==> src/rtl/stnr_pkg.sv <==
// ----------------------------------------------------------------------------
// stnr_pkg: shared types and constants of the streaming top-N ranker
// Widths, slot count and the command word passed from front to back.
// ----------------------------------------------------------------------------
package stnr_pkg;

	localparam int TOP_N      = 5;
	localparam int SLOTS      = TOP_N + 1;
	localparam int SLOT_IDX_W = $clog2(SLOTS);
	localparam int KEY_W      = 32;
	localparam int CNT_W      = 31;
	localparam int RANK_W     = 3;
	localparam int TICK_W     = 16;
	localparam int QDEPTH     = 2;
	localparam int QPTR_W     = $clog2(QDEPTH);

	localparam logic REQ_UPDATE = 1'b0;
	localparam logic REQ_TICK   = 1'b1;

	// work handed from front to back
	typedef struct packed {
		logic             upd;
		logic             emit;
		logic [KEY_W-1:0] key;
		logic [CNT_W-1:0] cnt;
	} cmd_t;

	typedef enum logic [3:0] {
		ST_IDLE = 4'b0001,
		ST_UPD  = 4'b0010,
		ST_BUB  = 4'b0100,
		ST_EMIT = 4'b1000
	} back_state_t;

endpackage

==> src/rtl/streaming_top_n_ranker.sv <==
// ----------------------------------------------------------------------------
// streaming_top_n_ranker: streaming top-N ranking of (key, count) updates
// Front classifies requests, a two-entry queue decouples it from the back,
// which keeps the ordered slot table and emits the ranking.
// ----------------------------------------------------------------------------
//  channel   handshake               payload
//  request   req_valid / req_stall   req_type, pair_key, pair_count, last_of_tuple
//  ranking   rank_valid / rank_stall rank_pos, ranked_key, ranked_count, last_rank
//  config    cfg_wen                 cfg_wdata (emit_interval)
//
//  Tick words and dropped updates with no emission are handled in the front only.
//  An update passes through the back in steps: dequeue, lookup/write, then one
//  bubble step per place the changed slot moves, plus one to detect the end.
//  An emission streams five ranking words, one per cycle when the output is free.
//  Reset clears the table, queue and output at once; no clearing pass.
//  req_stall rises while the queue is full; rank_stall holds the output word.
// ----------------------------------------------------------------------------
module streaming_top_n_ranker (
	input  logic                        clk,
	input  logic                        arst_n,
	input  logic                        cfg_wen,
	input  logic [stnr_pkg::TICK_W-1:0] cfg_wdata,
	input  logic                        req_valid,
	output logic                        req_stall,
	input  logic                        req_type,
	input  logic [stnr_pkg::KEY_W-1:0]  pair_key,
	input  logic [stnr_pkg::CNT_W-1:0]  pair_count,
	input  logic                        last_of_tuple,
	output logic                        rank_valid,
	input  logic                        rank_stall,
	output logic [stnr_pkg::RANK_W-1:0] rank_pos,
	output logic [stnr_pkg::KEY_W-1:0]  ranked_key,
	output logic [stnr_pkg::CNT_W-1:0]  ranked_count,
	output logic                        last_rank
);

	logic           accept;
	logic           push;
	logic           pop;
	logic           empty;
	logic           full;
	stnr_pkg::cmd_t push_cmd;
	stnr_pkg::cmd_t head;

	assign req_stall = full;
	assign accept    = req_valid && !full;

	stnr_front u_front (
		.clk           (clk),
		.arst_n        (arst_n),
		.cfg_wen       (cfg_wen),
		.cfg_wdata     (cfg_wdata),
		.accept        (accept),
		.req_type      (req_type),
		.pair_key      (pair_key),
		.pair_count    (pair_count),
		.last_of_tuple (last_of_tuple),
		.push          (push),
		.cmd           (push_cmd)
	);

	stnr_fifo u_fifo (
		.clk      (clk),
		.arst_n   (arst_n),
		.push     (push),
		.push_cmd (push_cmd),
		.pop      (pop),
		.head     (head),
		.empty    (empty),
		.full     (full)
	);

	stnr_back u_back (
		.clk          (clk),
		.arst_n       (arst_n),
		.head         (head),
		.empty        (empty),
		.pop          (pop),
		.rank_valid   (rank_valid),
		.rank_stall   (rank_stall),
		.rank_pos     (rank_pos),
		.ranked_key   (ranked_key),
		.ranked_count (ranked_count),
		.last_rank    (last_rank)
	);

endmodule

==> src/rtl/stnr_front.sv <==
// ----------------------------------------------------------------------------
// stnr_front: request intake and classification
// Holds the interval register, tick counter and tuple-stop flag; turns each
// update word that updates or emits into a command for the back end.
// ----------------------------------------------------------------------------
module stnr_front (
	input  logic                        clk,
	input  logic                        arst_n,
	input  logic                        cfg_wen,
	input  logic [stnr_pkg::TICK_W-1:0] cfg_wdata,
	input  logic                        accept,
	input  logic                        req_type,
	input  logic [stnr_pkg::KEY_W-1:0]  pair_key,
	input  logic [stnr_pkg::CNT_W-1:0]  pair_count,
	input  logic                        last_of_tuple,
	output logic                        push,
	output stnr_pkg::cmd_t              cmd
);

	logic [stnr_pkg::TICK_W-1:0] interval_q;
	logic [stnr_pkg::TICK_W-1:0] ticks_q;
	logic                        stopped_q;
	logic                        is_tick;
	logic                        cnt_zero;
	logic                        emit_now;

	assign is_tick  = (req_type == stnr_pkg::REQ_TICK);
	assign cnt_zero = (pair_count == '0);
	assign emit_now = last_of_tuple && (ticks_q >= interval_q);

	always_comb begin
		cmd.upd  = !stopped_q && !cnt_zero;
		cmd.emit = emit_now;
		cmd.key  = pair_key;
		cmd.cnt  = pair_count;
	end

	assign push = accept && !is_tick && (cmd.upd || cmd.emit);

	always_ff @(posedge clk or negedge arst_n) begin
		if (!arst_n) begin
			interval_q <= stnr_pkg::TICK_W'(1);
			ticks_q    <= '1;
			stopped_q  <= 1'b0;
		end else begin
			if (cfg_wen) begin
				interval_q <= cfg_wdata;
			end
			if (accept) begin
				if (is_tick) begin
					if (ticks_q != '1) begin
						ticks_q <= ticks_q + stnr_pkg::TICK_W'(1);
					end
				end else if (last_of_tuple) begin
					stopped_q <= 1'b0;
					if (emit_now) begin
						ticks_q <= '0;
					end
				end else if (cnt_zero) begin
					stopped_q <= 1'b1;
				end
			end
		end
	end

endmodule

==> src/rtl/stnr_fifo.sv <==
// ----------------------------------------------------------------------------
// stnr_fifo: command queue between front and back
// Small register queue so each side can stall on its own.
// ----------------------------------------------------------------------------
module stnr_fifo (
	input  logic           clk,
	input  logic           arst_n,
	input  logic           push,
	input  stnr_pkg::cmd_t push_cmd,
	input  logic           pop,
	output stnr_pkg::cmd_t head,
	output logic           empty,
	output logic           full
);

	stnr_pkg::cmd_t                mem_q [stnr_pkg::QDEPTH];
	logic [stnr_pkg::QPTR_W-1:0]   wr_ptr_q;
	logic [stnr_pkg::QPTR_W-1:0]   rd_ptr_q;
	logic [stnr_pkg::QPTR_W:0]     fill_q;

	assign empty = (fill_q == '0);
	assign full  = (fill_q == (stnr_pkg::QPTR_W+1)'(stnr_pkg::QDEPTH));
	assign head  = mem_q[rd_ptr_q];

	always_ff @(posedge clk) begin
		if (push) begin
			mem_q[wr_ptr_q] <= push_cmd;
		end
	end

	always_ff @(posedge clk or negedge arst_n) begin
		if (!arst_n) begin
			wr_ptr_q <= '0;
			rd_ptr_q <= '0;
			fill_q   <= '0;
		end else begin
			if (push) begin
				wr_ptr_q <= (wr_ptr_q == stnr_pkg::QPTR_W'(stnr_pkg::QDEPTH-1)) ? '0
				            : wr_ptr_q + stnr_pkg::QPTR_W'(1);
			end
			if (pop) begin
				rd_ptr_q <= (rd_ptr_q == stnr_pkg::QPTR_W'(stnr_pkg::QDEPTH-1)) ? '0
				            : rd_ptr_q + stnr_pkg::QPTR_W'(1);
			end
			if (push && !pop) begin
				fill_q <= fill_q + (stnr_pkg::QPTR_W+1)'(1);
			end else if (pop && !push) begin
				fill_q <= fill_q - (stnr_pkg::QPTR_W+1)'(1);
			end
		end
	end

endmodule

==> src/rtl/stnr_back.sv <==
// ----------------------------------------------------------------------------
// stnr_back: slot table, reorder sequencer and ranking output
// Looks up the key, writes its count, bubbles the changed slot one place
// per cycle into order; on emission, streams the top slots out of a register.
// ----------------------------------------------------------------------------
module stnr_back (
	input  logic                        clk,
	input  logic                        arst_n,
	input  stnr_pkg::cmd_t              head,
	input  logic                        empty,
	output logic                        pop,
	output logic                        rank_valid,
	input  logic                        rank_stall,
	output logic [stnr_pkg::RANK_W-1:0] rank_pos,
	output logic [stnr_pkg::KEY_W-1:0]  ranked_key,
	output logic [stnr_pkg::CNT_W-1:0]  ranked_count,
	output logic                        last_rank
);

	localparam int S = stnr_pkg::SLOTS;

	stnr_pkg::back_state_t           state_q;
	logic [stnr_pkg::KEY_W-1:0]      slot_key_q [S];
	logic [stnr_pkg::CNT_W-1:0]      slot_cnt_q [S];
	logic [stnr_pkg::KEY_W-1:0]      key_q;
	logic [stnr_pkg::CNT_W-1:0]      cnt_q;
	logic                            emit_q;
	logic [S-1:0]                    pos_oh_q;
	logic [stnr_pkg::SLOT_IDX_W-1:0] e_q;

	logic                            out_valid_q;
	logic [stnr_pkg::RANK_W-1:0]     out_pos_q;
	logic [stnr_pkg::KEY_W-1:0]      out_key_q;
	logic [stnr_pkg::CNT_W-1:0]      out_cnt_q;
	logic                            out_last_q;

	logic [S-1:0]   hit_oh;
	logic [S-1:0]   wr_oh;
	logic           found;
	logic [S-2:0]   lt;
	logic [S-2:0]   swap;
	logic [S-1:0]   pos_nxt;
	logic           out_load;
	logic           e_last;

	assign pop = (state_q == stnr_pkg::ST_IDLE) && !empty;

	// first matching slot wins; a miss lands in the spare last slot
	always_comb begin
		found  = 1'b0;
		hit_oh = '0;
		for (int i = 0; i < S; i++) begin
			if (!found && (slot_key_q[i] == key_q)) begin
				hit_oh[i] = 1'b1;
				found     = 1'b1;
			end
		end
		wr_oh = found ? hit_oh : {1'b1, {(S-1){1'b0}}};
	end

	// rest of table stays sorted, so at most one neighbor pair of the moved
	// slot is out of order at a time
	always_comb begin
		pos_nxt = pos_oh_q;
		for (int j = 0; j < S-1; j++) begin
			lt[j]   = slot_cnt_q[j] < slot_cnt_q[j+1];
			swap[j] = (pos_oh_q[j] || pos_oh_q[j+1]) && lt[j];
			if (swap[j]) begin
				pos_nxt[j]   = ~pos_oh_q[j];
				pos_nxt[j+1] = ~pos_oh_q[j+1];
			end
		end
	end

	assign out_load = (state_q == stnr_pkg::ST_EMIT) && (!out_valid_q || !rank_stall);
	assign e_last   = (e_q == stnr_pkg::SLOT_IDX_W'(stnr_pkg::TOP_N-1));

	always_ff @(posedge clk or negedge arst_n) begin
		if (!arst_n) begin
			state_q  <= stnr_pkg::ST_IDLE;
			pos_oh_q <= '0;
			e_q      <= '0;
			emit_q   <= 1'b0;
			key_q    <= '0;
			cnt_q    <= '0;
			for (int i = 0; i < S; i++) begin
				slot_key_q[i] <= '0;
				slot_cnt_q[i] <= '0;
			end
		end else begin
			unique case (state_q)
				stnr_pkg::ST_IDLE: begin
					if (pop) begin
						key_q   <= head.key;
						cnt_q   <= head.cnt;
						emit_q  <= head.emit;
						e_q     <= '0;
						state_q <= head.upd ? stnr_pkg::ST_UPD : stnr_pkg::ST_EMIT;
					end
				end
				stnr_pkg::ST_UPD: begin
					for (int i = 0; i < S; i++) begin
						if (wr_oh[i]) begin
							slot_key_q[i] <= key_q;
							slot_cnt_q[i] <= cnt_q;
						end
					end
					pos_oh_q <= wr_oh;
					state_q  <= stnr_pkg::ST_BUB;
				end
				stnr_pkg::ST_BUB: begin
					if (|swap) begin
						for (int j = 0; j < S-1; j++) begin
							if (swap[j]) begin
								slot_key_q[j]   <= slot_key_q[j+1];
								slot_key_q[j+1] <= slot_key_q[j];
								slot_cnt_q[j]   <= slot_cnt_q[j+1];
								slot_cnt_q[j+1] <= slot_cnt_q[j];
							end
						end
						pos_oh_q <= pos_nxt;
					end else begin
						state_q <= emit_q ? stnr_pkg::ST_EMIT : stnr_pkg::ST_IDLE;
					end
				end
				stnr_pkg::ST_EMIT: begin
					if (out_load) begin
						if (e_last) begin
							state_q <= stnr_pkg::ST_IDLE;
						end else begin
							e_q <= e_q + stnr_pkg::SLOT_IDX_W'(1);
						end
					end
				end
				default: begin
					state_q <= stnr_pkg::ST_IDLE;
				end
			endcase
		end
	end

	always_ff @(posedge clk or negedge arst_n) begin
		if (!arst_n) begin
			out_valid_q <= 1'b0;
		end else begin
			out_valid_q <= out_load || (out_valid_q && rank_stall);
		end
	end

	always_ff @(posedge clk) begin
		if (out_load) begin
			out_pos_q  <= stnr_pkg::RANK_W'(e_q);
			out_key_q  <= slot_key_q[e_q];
			out_cnt_q  <= slot_cnt_q[e_q];
			out_last_q <= e_last;
		end
	end

	assign rank_valid   = out_valid_q;
	assign rank_pos     = out_pos_q;
	assign ranked_key   = out_key_q;
	assign ranked_count = out_cnt_q;
	assign last_rank    = out_last_q;

endmodule

==> config.mk <==
export PLATFORM = sky130hd
export DESIGN_NAME = streaming_top_n_ranker
export DESIGN_NICKNAME = d
export VERILOG_FILES = /design/src/rtl/stnr_pkg.sv /design/src/rtl/streaming_top_n_ranker.sv /design/src/rtl/stnr_front.sv /design/src/rtl/stnr_fifo.sv /design/src/rtl/stnr_back.sv
export SDC_FILE = /design/constraint.sdc
export NUM_CORES = 2
export LEC_CHECK = 0
export ABC_CLOCK_PERIOD_IN_PS = 13100
export BUFFER_PORTS_ARGS = -buffer_cell sky130_fd_sc_hd__buf_2
export CORE_MARGIN = 2
export CORE_UTILIZATION = 35
export DETAILED_ROUTE_END_ITERATION = 10
export GPL_ROUTABILITY_DRIVEN = 1
export HOLD_SLACK_MARGIN = 0.08
export SYNTH_ARGS = -nofsm -noshare
export SYNTH_HDL_FRONTEND = slang
export SYNTH_SLANG_ARGS = --single-unit
==> constraint.sdc <==
create_clock -name clk -period 13.1 [get_ports clk]
set_input_delay 2.62 -clock clk [delete_from_list [all_inputs] [get_ports clk]]
set_output_delay 2.62 -clock clk [all_outputs]
set_load 0.005 [all_outputs]
==> flow_summary.toml <==
[clock_tree]
clkTransAtPathRegs_ps = 60
cts-root-buf = "clkbuf_16"
numCtsBuffers = 76
cts_htree_levels = 3
clkLatencyLatePin_ps = 640
post_cts_buffers = 0
clockBufferDepth = 3
cts_tree = "built"
hold_buffers = 0
cts_resized = 0
clock-sinks = 690

[worst_setup_path]
cp-start-kind = "flop"
worst_setup_path_end_kind = "flop"
critical_path.max_fanout = 132
cp_data_required_time_ps = 13560
slowest_delay_ps = 1020
slowest_stage = "o311ai_4"
r2r-start = "u_back.slot_cnt_q[122]"
crit_arrival_ps = 5880
crit_chain = "inv_1 > ha_1 > nand4_1 > nor4_1 > a22oi_1 > o211ai_1 > a31oi_4 > buf_12 > o311ai_4 > buf_4 > buf_4 > o41ai_1"
crit_path_frequent_cell = "buf_4"
cp-startpoint = "u_back.slot_cnt_q[122]"
worstSetupPathType = "reg -> reg"

[timing]
finalHoldViolations = 0
post-route-period-util = 0.414
fin_hold_ws_ps = 483
timing.slew.headroom = 0.153
drv_slew = 0
grt_setup_unrepaired = "false"
fin_tns_setup_ps = 0
worst_slew_pin_slew_ps = 1270
period_needed_ps = 5420
fmax_mhz = 184
skew_ps = 27.7
setup_violations = 0

[pwr]
p_leak_uw = 0.0184
swShare = 0.459
seq_power_share = 0.354
peakVddDrop_uv = 274
p_switching_uw = 5350
p_per_area_nw_per_um2 = 264
p_int_uw = 6320
power_uw = 11700
p_clk_frac = 0.193
power_frac_comb = 0.453

[synth]
ys_types = 62
synth-async-reset-ratio = 0.714
syn_area_um2 = 39600
synth-main-ff-cell = "dfrtp_1"
ys_warn_count = 0
yosysMostFrequentCell = "dfrtp_1"
synthTopCellsByCount = "475 x dfrtp_1, 377 x nand2_1, 318 x mux2i_1"
yosysTopAreaCellShare = 0.300
synth_cells = 3793
avgSynthCellArea_um2 = 10.4
synth-seq-area-share = 0.461
synth_area_leaders = "dfrtp_1 30%, edfxtp_1 15%, mux2i_1 8.0%"
ys_seq_elements = 690
syn_nets = 4049
synth_edf_count = 197
synth_top_cell_by_area = "dfrtp_1"

[global_routing]
grt_start_max_net_pins = 161
grt_usage = 0.215
grt_pass1_vias = 29900
gr-total-overflow = 0
antenna_found_initial = 8
grt_pass1_wl_um = 194000

[final_layout]
antenna_cells = 0
drive_above_1_share = 0.128
final_nets = 4049
area_growth_pct = 11.6

[drt]
firstDrtPassIters = 6
wl_um = 127000
route.detailed.wl_per_inst_um = 23.6
drc = 0
ant_nets = 0
vias = 30800
viasPerCell = 5.75
dr.first_iter.drc_count = 3087

[placed_design]
dp_hpwl_um = 79800
portBuffers = 154
gp_congestion = 0.871

[die]
die-area_um2 = 116000
die_y_um = 340
floorplan.initialDensity = 0.353
rows = 123
core_um2 = 112000
die-width_um = 340
ioPinCount = 155

[flow_run]
maxCapViolCount = 0

[status]
outcome = "completed"

[worst_hold_path]
min_from = "u_back.emit_q"
worstHoldPathType = "reg -> reg"
[cell type report]
| class | instances | area, um^2 |
|---|---|---|
| clock buffers | 101 | 2080 |
| clock inverters | 41 | 487 |
| fillers | 11000 | 68200 |
| inverters | 250 | 941 |
| multi-input cells | 2568 | 19300 |
| flip-flops and latches | 690 | 18300 |
| well taps | 1500 | 1880 |
| repair buffers | 207 | 1220 |
[routing by layer]
| layer | vias to the layer above | share of wire | global-route usage | wire, um |
|---|---|---|---|---|
| met2 | 1305 | 0.44 | 0.322 | 55600 |
| met3 | 235 | 0.082 | 0.0427 | 10400 |
| met5 | - | 0.00038 | 0 | 48 |
| met4 | 8 | 0.030 | 0.0696 | 3770 |
| li1 | 13900 | - | - | - |
| met1 | 15400 | 0.45 | 0.312 | 56700 |
[path summary, 6_finish.rpt]
check / endpoint / slack (ps) / depth (start not counted)
worst max-delay path: u_back.slot_key_q[102] / 7680 / 12
worst min-delay path: u_back.emit_q / 480 / 2
worst max register to register: u_back.slot_key_q[102] / 7680 / 12
worst min register to register: u_back.emit_q / 480 / 2
max in group asynchronous: u_back.slot_cnt_q[157] / 8850 / 3
min in group asynchronous: u_back.slot_cnt_q[118] / 2010 / 1
[state kept, by name, summed over array words and instances (netlist names), 2 cells and up]
signal               cells
u_back.cnt_q            31
u_back.e_q               3
u_back.key_q            32
u_back.pos_oh_q          6
u_back.rank_pos          3
u_back.ranked_count     31
u_back.ranked_key       32
u_back.slot_cnt_q      186
u_back.slot_key_q      192
u_back.state_q           4
u_fifo.fill_q            2
u_fifo.mem_q           130
u_front.interval_q      16
u_front.ticks_q         16
[cell usage in the layout, fill, tap and decap left out, types with 10 or more instances in the layout]
cell type	instances
o41ai_1	66
o22ai_1	63
clkinv_2	13
buf_2	153
nor3_1	75
a221o_1	31
bufinv_16	10
ha_1	170
o221ai_1	33
nand3_1	18
mux4_2	63
mux2_2	62
nor2b_1	10
edfxtp_1	197
nand2_1	375
nor2_1	212
a211oi_1	66
nand4_1	44
clkbuf_16	78
xor2_1	109
mux2_1	66
nor4_1	39
o21ai_0	222
a211o_1	34
mux2i_1	318
dfstp_2	18
clkbuf_1	19
buf_4	50
a21oi_1	232
dfrtp_1	471
xnor2_1	68
a22oi_1	35
a221oi_1	66
inv_1	249
[stage by stage]
| stage | util | cells | area (um^2) | setup slack [ps] |
|---|---|---|---|---|
| after global routing | 0.393 | 5357 | 44200 | 7380 |
| after floorplan | - | 3793 | 39600 | 6320 |
| after CTS | 0.393 | 5357 | 44200 | 7800 |
| final | 0.393 | 5357 | 44200 | 7680 |
| after detailed placement | 0.371 | 5215 | 41600 | 7380 |
| after global placement | 0.371 | 5215 | 41600 | 7400 |
[cell families (layout without fill, tap and decap cells)]
| logic type | count (synthesis) | count (layout) | share of synthesized area |
|---|---|---|---|
| AND/OR/NAND/NOR | 808 | 808 | 0.0886 |
| flip-flops | 690 | 690 | 0.461 |
| XOR/XNOR | 177 | 177 | 0.0391 |
| adder cells (fa/ha/maj) | 170 | 170 | 0.0537 |
| AO/OA/AOI/OAI | 904 | 904 | 0.150 |
| buffers and inverters | 535 | 599 | 0.0547 |
| multiplexers | 509 | 509 | 0.153 |
[worst max-delay path: cells and delay by family (launching register included)]
family,cells,cell delay [ps]
AO/OA/AOI/OAI,5,1600
adder cells (fa/ha/maj),1,310
buffers and inverters,4,1680
flip-flops,1,430
AND/OR/NAND/NOR,2,810
[power groups by stage]
| stage | combinational (uW) | clock [uW] | sequential (uW) |
|---|---|---|---|
| after floorplan | 3830 | 0 | 3580 |
| after detailed placement | 5220 | 0 | 4120 |
| after global routing | 5750 | 2380 | 4230 |
| final | 5290 | 2250 | 4130 |
| after global placement | 5140 | 0 | 4100 |
| after CTS | 5250 | 2290 | 4080 |
(Power assumes the default switching activity.)
